### config.mk
export PLATFORM = sky130hd
export DESIGN_NAME = decimal_string_to_fixed_point
export DESIGN_NICKNAME = d
export VERILOG_FILES = /design/src/hw/rtl/dsfp_pkg.sv /design/src/hw/rtl/dsfp_mul10_add.sv /design/src/hw/rtl/decimal_string_to_fixed_point.sv
export VERILOG_INCLUDE_DIRS = /design/src /design/src/hw/rtl
export SDC_FILE = /design/constraint.sdc
export NUM_CORES = 1
export LEC_CHECK = 0
export ABC_AREA = 0
export ABC_CLOCK_PERIOD_IN_PS = 7300
export BUFFER_PORTS_ARGS = -buffer_cell sky130_fd_sc_hd__buf_2
export CORE_MARGIN = 4
export CORE_UTILIZATION = 40
export DETAILED_ROUTE_END_ITERATION = 8
export GPL_TIMING_DRIVEN = 1
export PLACE_DENSITY = 0.63
export SYNTH_ARGS = -nofsm -noshare
export SYNTH_HDL_FRONTEND = slang
export SYNTH_SLANG_ARGS = --single-unit
### constraint.sdc
create_clock -name clk -period 7.3 [get_ports clk]
set_input_delay 0.365 -clock clk [delete_from_list [all_inputs] [get_ports clk]]
set_output_delay 0.365 -clock clk [all_outputs]
set_load 0.1 [all_outputs]
### src/hw/rtl/decimal_string_to_fixed_point_macros.svh
// assertion macros for the decimal string to fixed point parser
`ifndef DECIMAL_STRING_TO_FIXED_POINT_MACROS_SVH
`define DECIMAL_STRING_TO_FIXED_POINT_MACROS_SVH

// same-cycle implication, disabled during reset
`define DSFP_ASSERT_IMP(label, clk, rst_n, ante, cons, msg) \
    label: assert property (@(posedge clk) disable iff (!rst_n) (ante) |-> (cons)) \
        else $error(msg);

// next-cycle implication, disabled during reset
`define DSFP_ASSERT_NEXT(label, clk, rst_n, ante, cons, msg) \
    label: assert property (@(posedge clk) disable iff (!rst_n) (ante) |=> (cons)) \
        else $error(msg);

`endif

### src/hw/rtl/dsfp_pkg.sv
// shared types and constants for the decimal string to fixed point parser
package dsfp_pkg;

    localparam int unsigned MAX_DIGITS = 18;
    localparam int unsigned ACC_W      = 60;
    localparam int unsigned VALUE_W    = 61;
    localparam int unsigned PREC_W     = 5;
    localparam int unsigned CNT_W      = 5;
    localparam int unsigned STATUS_W   = 3;

    localparam logic [PREC_W-1:0] PREC_RESET = 5'd8;
    localparam logic [PREC_W-1:0] PREC_MAX   = 5'd18;

    localparam logic [ACC_W-1:0] MAG_LIMIT       = 60'd999999999999999999;
    localparam logic [ACC_W-1:0] MAG_LIMIT_DIV10 = 60'd99999999999999999;

    localparam logic [7:0] CHAR_MINUS = 8'h2D;
    localparam logic [7:0] CHAR_PLUS  = 8'h2B;
    localparam logic [7:0] CHAR_POINT = 8'h2E;
    localparam logic [7:0] CHAR_ZERO  = 8'h30;
    localparam logic [7:0] CHAR_NINE  = 8'h39;

    localparam logic [STATUS_W-1:0] STATUS_OK            = 3'd0;
    localparam logic [STATUS_W-1:0] STATUS_EMPTY         = 3'd1;
    localparam logic [STATUS_W-1:0] STATUS_DOUBLE_POINT  = 3'd2;
    localparam logic [STATUS_W-1:0] STATUS_TOO_MANY_DIG  = 3'd3;
    localparam logic [STATUS_W-1:0] STATUS_TOO_MANY_FRAC = 3'd4;
    localparam logic [STATUS_W-1:0] STATUS_BAD_CHAR      = 3'd5;
    localparam logic [STATUS_W-1:0] STATUS_OVERFLOW      = 3'd6;

    typedef enum logic [1:0] {
        ST_IDLE,
        ST_CHAR,
        ST_SCALE,
        ST_FINISH
    } dsfp_state_t;

endpackage

### src/hw/rtl/dsfp_mul10_add.sv
// shared shift-add unit: times ten plus one decimal digit
module dsfp_mul10_add (
    input  logic [dsfp_pkg::ACC_W-1:0] a,
    input  logic [3:0]                 digit,
    output logic [dsfp_pkg::ACC_W-1:0] y
);
    import dsfp_pkg::*;

    assign y = (a << 3) + (a << 1) + {{(ACC_W-4){1'b0}}, digit};

endmodule

### src/hw/rtl/decimal_string_to_fixed_point.sv
// top level of the decimal string to fixed point parser
//
// input channel: one character word per handshake (ch, has_char, last) on
// in_valid / in_ready; a word with has_char low carries no character.
// output channel: one result word (value, status) per text, on out_valid /
// out_ready, given after the word marked last.
// configuration: cfg_wr_en writes cfg_wr_data into the precision register.
// sequencing: each input word is accepted in the idle state, then applied
// in the char state (one pass through the shared times-ten unit); no new
// word is taken until the block is back in idle. after the word marked
// last, the block runs (effective precision - fraction digits) scaling
// steps on the same unit, leaves the loop in the scale state, then loads
// the output register in its finish step. a text already in error skips
// scaling and goes straight to the finish step; overflow ends the scaling
// early.
// the result sits in an output register, so the next text can start while
// it waits; if the receiver stalls with a result still held, the block
// waits in its finish step before loading the next one.
// reset: precision returns to 8, the parse state clears, no result pending.
module decimal_string_to_fixed_point (
    input  logic                                clk,
    input  logic                                rst_n,
    input  logic                                in_valid,
    output logic                                in_ready,
    input  logic [7:0]                          ch,
    input  logic                                has_char,
    input  logic                                last,
    output logic                                out_valid,
    input  logic                                out_ready,
    output logic signed [dsfp_pkg::VALUE_W-1:0] value,
    output logic [dsfp_pkg::STATUS_W-1:0]       status,
    input  logic                                cfg_wr_en,
    input  logic [dsfp_pkg::PREC_W-1:0]         cfg_wr_data
);
    import dsfp_pkg::*;
    `include "decimal_string_to_fixed_point_macros.svh"

    dsfp_state_t state_reg, state_next;

    logic [PREC_W-1:0]   precision_reg;
    logic [7:0]          ch_reg;
    logic                has_char_reg;
    logic                last_reg;
    logic [ACC_W-1:0]    accum_reg, accum_next;
    logic [CNT_W-1:0]    digit_count_reg, digit_count_next;
    logic [CNT_W-1:0]    fraction_count_reg, fraction_count_next;
    logic [CNT_W-1:0]    scale_cnt_reg, scale_cnt_next;
    logic                point_seen_reg, point_seen_next;
    logic                is_negative_reg, is_negative_next;
    logic                at_first_reg, at_first_next;
    logic                skipping_reg, skipping_next;
    logic                body_seen_reg, body_seen_next;
    logic [STATUS_W-1:0] error_reg, error_next;
    logic                out_valid_reg, out_valid_next;
    logic signed [VALUE_W-1:0] value_reg, value_next;
    logic [STATUS_W-1:0] status_reg, status_next;

    logic [PREC_W-1:0]   eff_prec;
    logic [3:0]          unit_digit;
    logic [ACC_W-1:0]    unit_y;
    logic                in_accept;

    assign in_accept = in_valid && in_ready;

    assign eff_prec = (precision_reg == '0) ? PREC_W'(1) :
                      (precision_reg > PREC_MAX) ? PREC_MAX : precision_reg;

    assign unit_digit = (state_reg == ST_CHAR) ? 4'(ch_reg - CHAR_ZERO) : 4'd0;

    dsfp_mul10_add u_mul10 (
        .a     (accum_reg),
        .digit (unit_digit),
        .y     (unit_y)
    );

    always_ff @(posedge clk or negedge rst_n)
    begin
        if (!rst_n)
        begin
            state_reg <= ST_IDLE;
        end
        else
        begin
            state_reg <= state_next;
        end
    end

    always_ff @(posedge clk or negedge rst_n)
    begin
        if (!rst_n)
        begin
            precision_reg      <= PREC_RESET;
            accum_reg          <= '0;
            digit_count_reg    <= '0;
            fraction_count_reg <= '0;
            scale_cnt_reg      <= '0;
            point_seen_reg     <= 1'b0;
            is_negative_reg    <= 1'b0;
            at_first_reg       <= 1'b1;
            skipping_reg       <= 1'b1;
            body_seen_reg      <= 1'b0;
            error_reg          <= STATUS_OK;
            out_valid_reg      <= 1'b0;
        end
        else
        begin
            if (cfg_wr_en)
            begin
                precision_reg <= cfg_wr_data;
            end
            accum_reg          <= accum_next;
            digit_count_reg    <= digit_count_next;
            fraction_count_reg <= fraction_count_next;
            scale_cnt_reg      <= scale_cnt_next;
            point_seen_reg     <= point_seen_next;
            is_negative_reg    <= is_negative_next;
            at_first_reg       <= at_first_next;
            skipping_reg       <= skipping_next;
            body_seen_reg      <= body_seen_next;
            error_reg          <= error_next;
            out_valid_reg      <= out_valid_next;
        end
    end

    always_ff @(posedge clk)
    begin
        if (in_accept)
        begin
            ch_reg       <= ch;
            has_char_reg <= has_char;
            last_reg     <= last;
        end
        value_reg  <= value_next;
        status_reg <= status_next;
    end

    always_comb
    begin
        logic                more;
        logic [CNT_W-1:0]    dc_inc;
        logic [CNT_W-1:0]    fc_inc;
        logic [STATUS_W-1:0] final_st;
        logic [VALUE_W-1:0]  mag;

        state_next          = state_reg;
        accum_next          = accum_reg;
        digit_count_next    = digit_count_reg;
        fraction_count_next = fraction_count_reg;
        scale_cnt_next      = scale_cnt_reg;
        point_seen_next     = point_seen_reg;
        is_negative_next    = is_negative_reg;
        at_first_next       = at_first_reg;
        skipping_next       = skipping_reg;
        body_seen_next      = body_seen_reg;
        error_next          = error_reg;
        value_next          = value_reg;
        status_next         = status_reg;
        out_valid_next      = out_valid_reg && !out_ready;
        in_ready            = 1'b0;
        more                = 1'b0;
        dc_inc              = digit_count_reg + CNT_W'(1);
        fc_inc              = fraction_count_reg + CNT_W'(1);
        final_st            = error_reg;
        mag                 = '0;

        unique case (state_reg)
            ST_IDLE:
            begin
                in_ready = 1'b1;
                if (in_valid)
                begin
                    state_next = ST_CHAR;
                end
            end
            ST_CHAR:
            begin
                if (has_char_reg && error_reg == STATUS_OK)
                begin
                    more = 1'b1;
                    if (at_first_reg)
                    begin
                        at_first_next = 1'b0;
                        if (ch_reg == CHAR_MINUS)
                        begin
                            is_negative_next = 1'b1;
                            more = 1'b0;
                        end
                        else if (ch_reg == CHAR_PLUS)
                        begin
                            more = 1'b0;
                        end
                    end
                    if (more)
                    begin
                        body_seen_next = 1'b1;
                        if (!(skipping_reg && ch_reg == CHAR_ZERO))
                        begin
                            skipping_next = 1'b0;
                            if (ch_reg == CHAR_POINT)
                            begin
                                if (point_seen_reg)
                                begin
                                    error_next = STATUS_DOUBLE_POINT;
                                end
                                else
                                begin
                                    point_seen_next = 1'b1;
                                end
                            end
                            else if (ch_reg >= CHAR_ZERO && ch_reg <= CHAR_NINE)
                            begin
                                digit_count_next = dc_inc;
                                if (dc_inc > CNT_W'(MAX_DIGITS))
                                begin
                                    error_next = STATUS_TOO_MANY_DIG;
                                end
                                else if (point_seen_reg && fc_inc > eff_prec)
                                begin
                                    fraction_count_next = fc_inc;
                                    error_next = STATUS_TOO_MANY_FRAC;
                                end
                                else
                                begin
                                    if (point_seen_reg)
                                    begin
                                        fraction_count_next = fc_inc;
                                    end
                                    accum_next = unit_y;
                                end
                            end
                            else
                            begin
                                error_next = STATUS_BAD_CHAR;
                            end
                        end
                    end
                end
                if (last_reg)
                begin
                    if (error_next == STATUS_OK && !body_seen_next)
                    begin
                        error_next = STATUS_EMPTY;
                    end
                    scale_cnt_next = fraction_count_next;
                    state_next = (error_next == STATUS_OK) ? ST_SCALE : ST_FINISH;
                end
                else
                begin
                    state_next = ST_IDLE;
                end
            end
            ST_SCALE:
            begin
                if (scale_cnt_reg >= eff_prec)
                begin
                    state_next = ST_FINISH;
                end
                else if (accum_reg > MAG_LIMIT_DIV10)
                begin
                    error_next = STATUS_OVERFLOW;
                    state_next = ST_FINISH;
                end
                else
                begin
                    accum_next     = unit_y;
                    scale_cnt_next = scale_cnt_reg + CNT_W'(1);
                end
            end
            ST_FINISH:
            begin
                if (!out_valid_reg || out_ready)
                begin
                    if (final_st == STATUS_OK && accum_reg > MAG_LIMIT)
                    begin
                        final_st = STATUS_OVERFLOW;
                    end
                    if (final_st == STATUS_OK)
                    begin
                        mag = {1'b0, accum_reg};
                    end
                    value_next          = is_negative_reg ? VALUE_W'(~mag + VALUE_W'(1)) : mag;
                    status_next         = final_st;
                    out_valid_next      = 1'b1;
                    accum_next          = '0;
                    digit_count_next    = '0;
                    fraction_count_next = '0;
                    point_seen_next     = 1'b0;
                    is_negative_next    = 1'b0;
                    at_first_next       = 1'b1;
                    skipping_next       = 1'b1;
                    body_seen_next      = 1'b0;
                    error_next          = STATUS_OK;
                    state_next          = ST_IDLE;
                end
            end
            default:
            begin
                state_next = ST_IDLE;
            end
        endcase
    end

    assign out_valid = out_valid_reg;
    assign value     = value_reg;
    assign status    = status_reg;

    `DSFP_ASSERT_IMP(a_err_value_zero, clk, rst_n,
        out_valid && status != STATUS_OK, value == '0, "error result with nonzero value")
    `DSFP_ASSERT_NEXT(a_accept_to_char, clk, rst_n,
        in_accept, state_reg == ST_CHAR, "accepted word not applied next cycle")
    `DSFP_ASSERT_IMP(a_scale_no_error, clk, rst_n,
        state_reg == ST_SCALE, error_reg == STATUS_OK && digit_count_reg <= CNT_W'(MAX_DIGITS),
        "scaling with an error or too many digits")

endmodule
==> results.json, run 1 <==
{
  "critPathArrivalTime_ps": 5200,
  "grt_pass1_vias": 10187,
  "syn_nets": 1557,
  "row_count": 64,
  "rr_worst_depth": 14,
  "yosys.area.top_type_share_pct": 17.66,
  "synthFlopType": "dfrtp_1",
  "fp.dieH_microns": 185.3,
  "yosysUniqueCellTypes": 79,
  "core_area_sq_mm": 0.03083,
  "ctsHoldBuffers": 1,
  "cp.required_ps": 7670,
  "fin_skew_ps": 12.56,
  "power.leakage_uw": 0.005940,
  "yosysMostFrequentCell": "nand2_1",
  "yosys_warnings": 0,
  "hold_path.class": "in2reg",
  "synth.area.top_cells": "edfxtp_1 (18%), dfrtp_1 (18%), ha_1 (13%)",
  "numCtsBuffers": 17,
  "detail_route.iter0.violations": 858,
  "seq_area_frac_synth_pct": 35.80,
  "vias": 10828,
  "ff2ff_setup_slack_ps": 2470,
  "p_per_area_mw_per_mm2": 448.9,
  "dieWidth_microns": 185.3,
  "route.detailed.drc": 0,
  "diodes": 0,
  "drtPass1Iterations": 5,
  "h-tree-depth": 4,
  "hold_path_depth": 1,
  "tns_ps": 0,
  "cts_setup_buffers": 0,
  "clock_latency_ps": 450,
  "ys_seq_elements": 165,
  "setup_viol": 0,
  "grt_use_total_pct": 19.01,
  "place.gp.congestion": 0.9144,
  "drv_cap": 0,
  "grt_overflow": 0,
  "synth-edff-count": 74,
  "syn_area_sq_mm": 0.01258,
  "register_area_sq_mm": 0.004504,
  "top_level_ports": 86,
  "hold_viol_final": 0,
  "crit_fanout": 13,
  "drive_gt1_share_pct": 11.44,
  "cts_buffer_depth": 2,
  "endpoint_kind": "flop",
  "synthToLayoutAreaGrowth_pct": 10.71,
  "nets": 1607,
  "num-fill-cells": 2972,
  "port_buffers": 85,
  "cts_resized": 0,
  "endpoint": "accum_reg[59]",
  "rsz0062_at_grt": "no",
  "status": "completed",
  "multi_input_area_sq_mm": 0.007716,
  "cts_tree": "built",
  "via_per_inst": 5.806,
  "fmaxAchievable_mhz": 207.0,
  "cts_root_buffer": "clkbuf_16",
  "finalCritPeriodShare_pct": 66.17,
  "syn_inst": 1406,
  "detail_route.wl_per_cell_microns": 17.42,
  "clock-sinks": 165,
  "synth_top_cells_by_count": "nand2_1 (171), ha_1 (129), nor2_1 (116), o21ai_0 (116), a21oi_1 (107)",
  "drv_slew": 0,
  "antenna_found_initial": 0,
  "synth.avg_cell_area_sq_um": 8.947,
  "peakVddDrop_mv": 0.2757,
  "max_slew_margin_pct": 35.74,
  "start_util_pct": 40.80,
  "clkTransAtPathRegs_ps": 70,
  "design.die.area_sq_mm": 0.03435,
  "synthArstFlopShare_pct": 55.15,
  "grt_max_degree": 87,
  "largest_reg_flops": 61,
  "reg2reg_to": "accum_reg[59]",
  "worst_pin_slew_ps": 961.9,
  "finalWorstPathRequiredPeriod_ps": 4830,
  "setup_slack_ps": 2470,
  "drtAntennaViolNets": 0,
  "dpl.hpwl_mm": 24.36,
  "pre_cts_ws_ps": 2520,
  "synth.largest_area_cell": "edfxtp_1",
  "path_class": "reg2reg",
  "startpoint_type": "flop",
  "drt-total-wl_mm": 32.48,
  "grt_pass1_wl_mm": 52.80
}
metrics by stage:
step	utilization, %	power (uW)	std cells	hold slack (ps)	cell area, sq um
2_1_floorplan	-	4470	1406	69.41	12580
5_1_grt	45.17	6779	1865	63.75	13930
6_report	45.17	6251	1865	90.21	13930
3_3_place_gp	43.27	5300	1832	367.0	13340
4_1_cts	45.17	6250	1865	60.38	13930
3_5_place_dp	43.27	5341	1832	369.6	13340
report_power, final:
group	switching (uW)	internal, uW	total [uW]
combinational	2300	1310	3600
sequential	505	1260	1770
clock	405	477	883
critical path: stages (launching register included):
cell and delay (ps):
dfrtp_1 530, inv_1 280, and3_1 260, fa_1 460, ha_1 330, a211oi_1 250
nor2_1 120, o31a_1 360, a311oi_1 460, o211a_1 280, nor4b_1 110, o21ai_0 310
a21oi_1 190, or4b_2 660, a31oi_1 170
placed cells by master (no fill, tap or decap), drive strengths merged, types with 30 or more instances in the layout:
cell    synthesis  routed
buf             8      96
xor2           60      60
edfxtp         74      74
ha            129     129
o21ai         117     117
a21o           32      32
inv            30      37
nand3          40      40
xnor2          30      30
nand2         171     171
nor2          116     116
dfrtp          88      88
o31ai          40      40
a21oi         107     107
how the worst min path moves through the flow:
stage / from / end / slack (ps)
finish: ch[3] / ch_reg[3] / 90
global route: ch[5] / ch_reg[5] / 60
CTS: ch[3] / ch_reg[3] / 60
detailed placement: rst_n / digit_count_reg[1] / 370
global placement: rst_n / digit_count_reg[0] / 370
floorplan: rst_n / async pin / 70
cells by family (layout without fill, tap and decap cells):
logic type | after synthesis | in the layout | synth area share, %
simple gates | 473 | 473 | 18.17
compound gates | 438 | 438 | 22.55
flops | 165 | 165 | 35.80
fa+ha+maj | 132 | 132 | 13.23
buf+inv | 96 | 159 | 2.954
xor+xnor | 90 | 90 | 6.266
mux | 12 | 12 | 1.034
metal layers:
metal | vias to the layer above | global-route usage [%] | part of all wire (%)
met5 | - | 0 | 0
met4 | 0 | 5.755 | 1.8
met3 | 37 | 3.103 | 6.5
met2 | 306 | 29.07 | 43
met1 | 5141 | 27.68 | 48
li1 | 5344 | - | -
final cells by class:
type / count / area share, %
well taps: 396 / 3.558
clock inverters: 12 / 0.7906
flip-flops and latches: 165 / 32.34
clock buffers: 20 / 3.360
repair buffers: 97 / 3.737
multi-input cells: 1145 / 55.40
inverters: 30 / 0.8086
Note: power is estimated with default switching activity, not from simulation.
==> inputs of run 2 (changes only) <==
--- a/config.mk
+++ b/config.mk
@@ -7,7 +7,7 @@
 export NUM_CORES = 1
 export LEC_CHECK = 0
 export ABC_AREA = 0
-export ABC_CLOCK_PERIOD_IN_PS = 7300
+export ABC_CLOCK_PERIOD_IN_PS = 4800
 export BUFFER_PORTS_ARGS = -buffer_cell sky130_fd_sc_hd__buf_2
 export CORE_MARGIN = 4
 export CORE_UTILIZATION = 40
==> constraint.sdc (replaced) <==
create_clock -name clk -period 4.8 [get_ports clk]
set_input_delay 0.24 -clock clk [delete_from_list [all_inputs] [get_ports clk]]
set_output_delay 0.24 -clock clk [all_outputs]
set_load 0.1 [all_outputs]
==> results.json, run 2 (synthesis gave the netlist of run 1 again) <==
{
  "core_area_sq_mm": 0.03083,
  "place.gp.congestion": 0.9180,
  "p_switching_uw": 4983,
  "finalWorstPathRequiredPeriod_ps": 4495,
  "cts_root_buffer": "clkbuf_16",
  "grt_max_degree": 86,
  "largest_reg_flops": 61,
  "final_cell_mix": "nand2_1 (171), ha_1 (129), o21ai_0 (116), nor2_1 (114), a21oi_1 (107)",
  "route.detailed.drc": 0,
  "p_seq_share_pct": 26.3,
  "setup_slack_ps": 304.6,
  "fmaxAchievable_mhz": 222.5,
  "p_per_area_mw_per_mm2": 682.6,
  "h-tree-depth": 4,
  "status": "completed",
  "cts_tree": "built",
  "p_int_uw": 4731,
  "drive_gt1_share_pct": 12.47,
  "clkTransAtPathRegs_ps": 80,
  "via_per_inst": 5.854,
  "detail_route.wl_per_cell_microns": 17.79,
  "finalCritPeriodShare_pct": 93.65,
  "cts_buffer_depth": 2,
  "placed_area_sq_mm": 0.01349,
  "worst_pin_slew_ps": 932.8,
  "design.die.area_sq_mm": 0.03435,
  "clock_latency_ps": 450,
  "switching_share_pct": 51.30,
  "grt_pass1_vias": 10657,
  "whs_ps": 19.12,
  "combinationalPowerShare_pct": 59.1,
  "fin_skew_ps": 10.61,
  "vias": 11094,
  "dieWidth_microns": 185.3,
  "fp.dieH_microns": 185.3,
  "endpoint_kind": "flop",
  "synthToLayoutAreaGrowth_pct": 13.14,
  "final-instance-count-excl-fill": 1895,
  "final_cell_area_sq_mm": 0.01423,
  "place_inst": 1850,
  "grt_overflow": 0,
  "port_buffers": 85,
  "rsz0062_at_grt": "no",
  "grt_pass1_wl_mm": 55.07,
  "start_util_pct": 40.80,
  "clock-sinks": 165,
  "diodes": 0,
  "row_count": 64,
  "dpl.hpwl_mm": 25.38,
  "drt-total-wl_mm": 33.71,
  "numCtsBuffers": 17,
  "setup_viol": 0,
  "hold_path.class": "in2reg",
  "max_slew_margin_pct": 37.68,
  "drv_cap": 0,
  "nets": 1637,
  "tns_ps": 0,
  "top_level_ports": 86,
  "grt_use_total_pct": 19.84,
  "final_common_cell": "nand2_1",
  "peakVddDrop_mv": 0.5416,
  "pre_cts_ws_ps": 358.7,
  "detail_route.iter0.violations": 1117,
  "drv_slew": 0,
  "startpoint_type": "flop",
  "critPathArrivalTime_ps": 4870,
  "cp.required_ps": 5180,
  "drtAntennaViolNets": 0,
  "crit_fanout": 9,
  "pwr-share-clk_pct": 14.5,
  "power.leakage_uw": 0.006095,
  "path_class": "reg2reg",
  "hold_viol_final": 0,
  "antenna_found_initial": 0,
  "drtPass1Iterations": 7
}
run 2: worst max-delay path, stage by stage (launching register included):
cell and delay (ps):
dfrtp_1 610, fa_1 510, ha_1 330, a211oi_1 240
nor2_1 120, o31a_1 360, a311oi_1 470, o211a_1 280
nor4b_1 100, o21ai_0 370, a21oi_1 200, or4b_2 660
a31oi_1 180
run 2: power by group through the flow:
stage               combinational (uW)  sequential (uW)  clock (uW)
finish                            5750             2560        1410
global route                      6400             2630        1520
CTS                               5710             2550        1450
detailed placement                5670             2570           0
global placement                  5610             2570           0
floorplan                         4050             2750           0
run 2: routing by layer:
metal | part of all wire [%] | vias to the layer above | GRT usage [%] | wire length (microns)
met2 | 43 | 380 | 30.14 | 14650
met4 | 1.7 | 0 | 5.608 | 575
li1 | - | 5401 | - | -
met1 | 48 | 5272 | 28.85 | 16200
met5 | 0 | - | 0 | 0
met3 | 6.8 | 41 | 3.830 | 2287
run 2: cell type report:
| cell class | instances | area [sq um] |
|---|---|---|
| repair buffers | 127 | 788.3 |
| clock buffers | 17 | 425.4 |
| inverters | 30 | 112.6 |
| clock inverters | 15 | 185.2 |
| fillers | 2986 | 16600 |
| flip-flops and latches | 165 | 4504 |
| well taps | 396 | 495.5 |
| multi-input cells | 1145 | 7721 |
run 2: final timing paths:
path                                     start          endpoint  slack (ps)  depth (start not counted)
min in group asynchronous                rst_n     body_seen_reg         340                          2
worst min register to register   body_seen_reg     body_seen_reg         510                          2
max in group asynchronous                rst_n   is_negative_reg        3260                          3
worst max register to register    accum_reg[2]     accum_reg[59]         300                         12
worst max-delay path              accum_reg[2]     accum_reg[59]         300                         12
worst min-delay path            cfg_wr_data[3]  precision_reg[3]          20                          2
run 2: what timing repair did:
item	in CTS	in global routing
hold buffers	13	0
endpoints found under the hold margin	49	0
setup buffers	0	0
resized for setup	0	0
endpoints found under the setup margin	0	0
run 2: stage by stage:
step	util [%]	total power, uW
after detailed placement	43.76	8248
after CTS	46.16	9698
final	46.16	9714
after floorplan	-	6795
after global placement	43.76	8178
after global routing	46.16	10550
==> inputs of run 3 (changes only) <==
--- a/config.mk
+++ b/config.mk
@@ -9,11 +9,13 @@
 export ABC_AREA = 0
 export ABC_CLOCK_PERIOD_IN_PS = 4800
 export BUFFER_PORTS_ARGS = -buffer_cell sky130_fd_sc_hd__buf_2
+export CAP_MARGIN = 20
 export CORE_MARGIN = 4
 export CORE_UTILIZATION = 40
 export DETAILED_ROUTE_END_ITERATION = 8
 export GPL_TIMING_DRIVEN = 1
 export PLACE_DENSITY = 0.63
+export REMOVE_ABC_BUFFERS = 1
 export SYNTH_ARGS = -nofsm -noshare
 export SYNTH_HDL_FRONTEND = slang
 export SYNTH_SLANG_ARGS = --single-unit
==> results.json, run 3 (synthesis gave the netlist of run 1 again) <==
{
  "status": "completed",
  "via_per_inst": 5.793,
  "power.leakage_uw": 0.006116,
  "diodes": 0,
  "design.die.area_sq_mm": 0.03435,
  "top_level_ports": 86,
  "drive_gt1_share_pct": 13.06,
  "finalWorstPathRequiredPeriod_ps": 4390,
  "row_count": 64,
  "port_buffers": 85,
  "hold_viol_final": 0,
  "drt-total-wl_mm": 33.81,
  "endpoint_kind": "flop",
  "register_area_sq_mm": 0.004504,
  "detail_route.wl_per_cell_microns": 17.75,
  "peakVddDrop_mv": 0.3487,
  "drtPass1Iterations": 5,
  "startpoint_type": "flop",
  "start_util_pct": 40.80,
  "grt_pass1_vias": 10431,
  "pwr-share-clk_pct": 13.5,
  "core_area_sq_mm": 0.03083,
  "cts_buffer_depth": 2,
  "endpoint": "accum_reg[59]",
  "p_seq_share_pct": 25.8,
  "max_slew_margin_pct": 34.60,
  "largest_reg_flops": 61,
  "nets": 1647,
  "place.gp.congestion": 0.9208,
  "finalCritPeriodShare_pct": 91.46,
  "dpl.hpwl_mm": 25.41,
  "cpLargestDelayFamily": "compound AO/OA/AOI/OAI gates",
  "rr_worst_depth": 13,
  "rsz0062_at_grt": "no",
  "crit_start": "ch_reg[3]",
  "path_class": "reg2reg",
  "combinationalPowerShare_pct": 60.6,
  "route.detailed.drc": 0,
  "grt_max_degree": 86,
  "drv_cap": 0,
  "cts_root_buffer": "clkbuf_16",
  "clkTransAtPathRegs_ps": 70,
  "num-fill-cells": 2952,
  "clock-sinks": 165,
  "fmaxAchievable_mhz": 227.8,
  "final_common_cell": "nand2_1",
  "h-tree-depth": 4,
  "final_cell_mix": "nand2_1 (171), ha_1 (129), o21ai_0 (116), nor2_1 (114), a21oi_1 (107)",
  "worst_pin_slew_ps": 977.3,
  "grt_overflow": 0,
  "cp_cell_sequence": "and3_1 > fa_1 > ha_1 > a211oi_1 > nor2_1 > o31a_1 > a311oi_1 > o211a_1 > nor4b_1 > o21ai_0 > a21oi_1 > or4b_2 > a31oi_1",
  "crit_cells": 13,
  "synthToLayoutAreaGrowth_pct": 13.19,
  "critPathArrivalTime_ps": 4770,
  "tns_ps": 0,
  "max_stage_delay_ps": 670,
  "p_total_uw": 9659,
  "antenna_found_initial": 0,
  "drtAntennaViolNets": 0,
  "reg2reg_to": "accum_reg[59]",
  "ff2ff_setup_slack_ps": 410,
  "setup_viol": 0,
  "p_switching_uw": 4934,
  "final_cell_area_sq_mm": 0.01424,
  "placed_area_sq_mm": 0.01356,
  "fp.dieH_microns": 185.3,
  "numCtsBuffers": 17,
  "fin_skew_ps": 11.11,
  "hold_start": "cfg_wr_data[2]",
  "clock_latency_ps": 450,
  "path_buf_inv": 0,
  "p_per_area_mw_per_mm2": 678.4,
  "cts_tree": "built",
  "multi_input_area_sq_mm": 0.007727,
  "hold_path.class": "in2reg",
  "cp.required_ps": 5170,
  "grt_pass1_wl_mm": 55.21,
  "vias": 11035,
  "p_int_uw": 4725,
  "hold_path_depth": 2,
  "switching_share_pct": 51.09,
  "drv_slew": 0,
  "slowest_stage": "or4b_2",
  "detail_route.iter0.violations": 950,
  "dieWidth_microns": 185.3,
  "crit_fanout": 5,
  "regToRegStartpoint": "ch_reg[3]",
  "grt_use_total_pct": 19.98
}
[run 3: changes by cell type in the layout (fill, tap and decap cells not counted), sizes merged]
cell,before,now
buf,114,125
clkbuf,17,20
bufinv,1,0
clkinv,6,5
dlygate4sd3,13,12
inv,37,36
[run 3: area by class of cell]
type                       count  share of cell area (%)
clock buffer                  20                   3.216
clock inverter                12                  0.6503
inverter                      30                  0.7909
multi-input combinational   1145                   54.27
sequential                   165                   31.63
tap                          396                   3.480
timing repair buffer         137                   5.958
[run 3: timing repair]
action / in CTS / in global routing
buffers inserted: 0 / 0
endpoints found under the hold margin: 57 / 0
setup endpoints to repair: 0 / 3
hold buffers: 12 / 0
gates resized for setup: 0 / 1
[run 3: per-stage QoR]
step / hold slack [ps] / util (%) / worst slack [ps] / cells
2_1_floorplan: -55.59 / - / -1792 / 1340
6_report: 21.68 / 46.19 / 409.7 / 1905
4_1_cts: 8.615 / 46.16 / 381.1 / 1905
3_5_place_dp: 341.0 / 43.99 / 434.9 / 1861
5_1_grt: 13.72 / 46.19 / 107.0 / 1905
3_3_place_gp: 345.7 / 43.99 / 506.6 / 1861
[run 3: metal layers]
metal  GRT usage, %  up-vias  share of wire (%)
met2          30.67      312                 43
li1               -     5413                  -
met4          5.755        0                2.1
met1          29.50     5258                 49
met5              0        -                  0
met3          2.651       52                5.3
[run 3: power by group through the flow]
stage,Combinational [uW],Sequential [uW],Clock (uW)
final,5860,2490,1310
after global routing,6510,2570,1390
after CTS,5810,2480,1340
after detailed placement,5780,2510,0
after global placement,5750,2490,0
after floorplan,3820,2870,0
[run 3: worst min path at each step]
stage / end / slack (ps)
floorplan: async pin / -60
global placement: accum_reg[10] / 350
detailed placement: accum_reg[10] / 340
CTS: precision_reg[2] / 9
global route: precision_reg[2] / 10
finish: precision_reg[2] / 20
